File: config.mk
export PLATFORM = sky130hd
export DESIGN_NAME = sit_hash
export DESIGN_NICKNAME = d
export VERILOG_FILES = /design/src/rtl/sit_pkg.sv /design/src/rtl/sit_hash.sv
export SDC_FILE = /design/constraint.sdc
export NUM_CORES = 1
export LEC_CHECK = 0
export ABC_AREA = 1
export BUFFER_PORTS_ARGS = -buffer_cell sky130_fd_sc_hd__buf_2
export CAP_MARGIN = 30
export CORE_MARGIN = 4
export CORE_UTILIZATION = 56
export DETAILED_ROUTE_END_ITERATION = 8
export HOLD_SLACK_MARGIN = 0.15
export PLACE_DENSITY = 0.95
export SETUP_SLACK_MARGIN = 0.05
export SLEW_MARGIN = 20
export SYNTH_ARGS = -nofsm -noshare
export SYNTH_HDL_FRONTEND = slang
export SYNTH_SLANG_ARGS = --single-unit
File: constraint.sdc
create_clock -name clock -period 6.3 [get_ports clock]
set_input_delay 1.26 -clock clock [delete_from_list [all_inputs] [get_ports clock]]
set_output_delay 1.26 -clock clock [all_outputs]
set_load 0.01 [all_outputs]
File: src/rtl/sit_pkg.sv
// Shared types and constants of the string intern table.
// No dependencies; imported by every module of the block.
package sit_pkg;

   localparam int DEF_POOL_ENTRIES  = 1024;
   localparam int DEF_MAX_CHARS     = 32;
   localparam int DEF_START_BUCKETS = 16;
   localparam int DEF_MAX_BUCKETS   = 2048;

   localparam int HANDLE_W = 10;
   localparam int STATUS_W = 2;
   localparam int HASH_W   = 32;

   typedef enum logic [STATUS_W-1:0] {
      ST_FOUND    = 2'd0,
      ST_INSERTED = 2'd1,
      ST_TOO_LONG = 2'd2,
      ST_FULL     = 2'd3
   } status_type;

   typedef struct packed {
      logic [HANDLE_W-1:0] handle;
      status_type          status;
      logic [HASH_W-1:0]   hash_value;
   } result_type;

endpackage

File: src/rtl/sit_hash.sv
// Iterative string hash: folds one byte per cycle, last byte first.
// Depends on sit_pkg.
module sit_hash
   import sit_pkg::*;
#(
   parameter int MAX_CHARS = DEF_MAX_CHARS
) (
   input  logic                         clock,
   input  logic                         reset,
   input  logic                         start,
   input  logic [$clog2(MAX_CHARS+1)-1:0] len_in,
   input  logic [MAX_CHARS-1:0][7:0]    chars_in,
   output logic                         done,
   output logic [HASH_W-1:0]            hash_out
);
   localparam int CLW = $clog2(MAX_CHARS+1);
   localparam int CHW = $clog2(MAX_CHARS);

   logic            busy_ff, busy_in;
   logic            done_ff, done_in;
   logic [CLW-1:0]  idx_ff, idx_in, idx_m1;
   logic [63:0]     h_ff, h_in;
   logic [7:0]      cur_byte;

   always_comb begin
      idx_m1   = idx_ff - CLW'(1);
      cur_byte = chars_in[idx_m1[CHW-1:0]];
      busy_in  = busy_ff;
      done_in  = 1'b0;
      idx_in   = idx_ff;
      h_in     = h_ff;
      if (start) begin
         busy_in = 1'b1;
         idx_in  = len_in;
         h_in    = 64'(len_in);
      end else if (busy_ff) begin
         if (idx_ff == '0) begin
            busy_in = 1'b0;
            done_in = 1'b1;
         end else begin
            h_in   = h_ff ^ ((h_ff << 5) + (h_ff >> 2) + 64'(cur_byte));
            idx_in = idx_m1;
         end
      end
   end

   always_ff @(posedge clock) begin
      if (reset) begin
         busy_ff <= 1'b0;
         done_ff <= 1'b0;
      end else begin
         busy_ff <= busy_in;
         done_ff <= done_in;
      end
      idx_ff <= idx_in;
      h_ff   <= h_in;
   end

   // zero hash maps to one
   assign hash_out = (h_ff == 64'd0) ? HASH_W'(1) : h_ff[HASH_W-1:0];
   assign done     = done_ff;

endmodule

==> flow_summary.yaml <==
critical_path:
  cp_max_fo: 48
  end_kind: "flop"
  required_ps: 6600
  crit_type: "reg -> reg"
  cp-start-kind: "flop"
  critPathArrivalTime_ps: 5680
clock_network:
  cts.sinks: 72
  h-tree-depth: 3
  cts_resized: 0
  cts_hold_buf: 0
  cts_tree: "yes"
  cts_buffer_depth: 2
  cts_inserted_buffers: 9
  postCtsSetupBuffers: 0
  clk_latency_ps: 360
  clockRootBuffer: "clkbuf_16"
  clkSlewWorstSetupHoldPaths_ps: 70
synth:
  synthesis.instances: 2252
  yosysSeqAreaShare_pct: 12.84
  yosysTopAreaCell: "nand2_1"
  synth.area.top_cells: "nand2_1, ha_1, inv_1"
  synth.ff_latch_count: 72
  synth_edf_count: 12
  synth_xor_xnor_area_share_pct: 0.9053
  synth_nets: 2644
  synth_top_family_by_area: "simple AND/OR/NAND/NOR gates"
  ys.flop_type: "dfxtp_1"
  yosysWarningCount: 0
  async_flop_share_pct: 0
  synth_fa_ha_area_share_pct: 13.31
  synthMuxAreaShare_pct: 0
  synth_top_area_share_pct: 23.55
  synth-compound-area-share_pct: 17.33
  ys_types: 48
  avgSynthCellArea_um2: 5.400
  yosys.area_share.simple_pct: 40.47
  netlist_area_mm2: 0.01216
detailed_routing:
  wl_um: 49670
  firstDrtPassIters: 7
  wl_per_cell_um: 18.02
  drt-vias-per-instance: 5.676
  drt_iter0_drc: 1854
  via_count: 15648
  ant_nets: 0
  drc: 0
timing:
  fin_tns_setup_ps: 0
  min_period_ps: 5383
  max_slew_margin_pct: 33.14
  fin_hold_ws_ps: 467.5
  skew_ps: 7.302
  setup-violations-final: 0
  clock.fmax_mhz: 185.8
  tightestPinTransition_ps: 1003
  slew_viol_final: 0
  rsz0062_at_grt: "false"
  min_period_over_period_pct: 85.44
  hold_viol_final: 0
final_layout:
  instances_no_fill: 2757
  area_delta_synth_final_pct: 14.75
  fillerInstances: 2129
  drive_gt1_share_pct: 15.20
  nets: 2867
  design_area_mm2: 0.01396
die:
  row_count: 53
  die-area_mm2: 0.02414
  fp.dieH_um: 155.4
  ios: 298
  core_mm2: 0.02122
  die_w_um: 155.4
  start_util_pct: 57.31
power_and_ir_drop:
  power_density_mw_per_mm2: 228.4
  leakagePower_uw: 0.008205
  peakVddDrop_uv: 176.3
  power_uw: 3187
status:
  status: "complete, no violations"
global_routing:
  antenna_found_initial: 2
  grt_max_degree: 107
  grt_pass1_vias: 14265
  grtUsageTotal_pct: 39.48
  grt_first_pass_wirelength_um: 76010
  grt_remaining_overflow: 0
placement:
  port_buffers: 297
  routabilityCongestion: 1.054
  dpl_cell_area_mm2: 0.01366
  hpwl_um: 40900
  dp.cells: 2739
flow_run:
  maxCapViolations: 0
min_path:
  worstHoldPathType: "reg -> reg"
final timing paths:
path / start / end / slack [ps] / cells after the start
min reg2reg: busy_ff$_SDFF_PP0_ / done$_SDFF_PP0_ / 470 / 2
min: busy_ff$_SDFF_PP0_ / done$_SDFF_PP0_ / 470 / 2
max reg2reg: idx_ff[0]$_DFFE_PP_ / h_ff[57]$_SDFFE_PP0P_ / 920 / 24
max: idx_ff[0]$_DFFE_PP_ / h_ff[57]$_SDFFE_PP0P_ / 920 / 24
metrics by stage:
step                      util, %  setup WS (ps)
after floorplan                 -           1942
after global placement      64.39           1185
after detailed placement    64.39           1062
after CTS                   65.74           1049
after global routing        65.74          517.3
final                       65.77          917.0
registers in the layout (all words and copies together) (netlist names):
register  flops
busy_ff       1
done          1
idx_ff        6
h_ff         64
placed cells by master, fill, tap and decap left out, types with 15 or more instances in the layout:
| cell | Yosys | layout |
|---|---|---|
| nand2_1 | 763 | 763 |
| inv_1 | 370 | 370 |
| buf_2 | 29 | 297 |
| nor2_1 | 224 | 224 |
| a21oi_1 | 166 | 166 |
| ha_1 | 123 | 123 |
| o21ai_0 | 113 | 113 |
| nand3_1 | 103 | 103 |
| dfxtp_1 | 60 | 60 |
| nand4_1 | 26 | 26 |
| a22oi_1 | 20 | 20 |
| o22ai_1 | 17 | 17 |
| nor4_1 | 17 | 17 |
| a221o_1 | 15 | 15 |
metal layers:
layer  GRT usage (%)  share of wire [%]
met1           53.42                 41
met2           62.16                 43
met3           9.291                 12
met4           12.67                3.6
met5               0              0.054
critical path: stages (launching register included):
cell	delay [ps]
edfxtp_1	360
clkinv_2	290
ha_1	420
inv_2	610
buf_4	380
o21ai_0	120
o22ai_1	140
o21ai_0	80
o21ai_0	280
o21ai_1	120
fa_1	490
inv_1	40
ha_1	340
nand2_1	110
nor2_1	220
o21ai_1	110
nand2_1	220
nand2_1	100
nand3_2	150
nand3_1	190
nand3_1	140
nand3_1	100
nand2_1	100
nand2_1	50
nor2_1	110
area by class of cell:
type | instances | area [µm²] | area share (%)
Tap cell | 275 | 344.1 | 2.465
Clock buffer | 9 | 225.2 | 1.614
Multi-Input combinational cell | 1703 | 8758 | 62.76
Clock inverter | 7 | 61.31 | 0.4393
Sequential cell | 72 | 1562 | 11.19
Inverter | 381 | 1431 | 10.26
Antenna cell | 2 | 5.005 | 0.03586
Timing Repair Buffer | 308 | 1569 | 11.24
where the power goes:
group | internal [µW] | leakage [µW] | switching [µW]
registers | 541 | 0.000608 | 124
logic | 701 | 0.00746 | 1290
clock network | 275 | 0.000135 | 257
total | 1520 | 0.00820 | 1670
synthesized netlist by cell type, drive strengths merged (5+ instances only):
library cell    n
a21oi         167
a221o          15
a221oi          5
a22oi          20
a31oi           7
buf            40
clkbuf         56
dfxtp          60
edfxtp         12
ha            123
inv           378
nand2         776
nand3         108
nand4          26
nor2          238
nor3           11
nor4           19
o211ai          8
o21ai         121
o221ai          7
o22ai          17
or2             8
xor2            6
kinds of logic (layout without fill, tap and decap cells):
logic type | Yosys count | in the layout
simple gates | 1193 | 1193
buf+inv | 477 | 705
compound gates | 373 | 373
fa+ha+maj | 127 | 127
flops | 72 | 72
xor+xnor | 10 | 10
other cells | 0 | 2
Power figures use the tool's default switching activity.
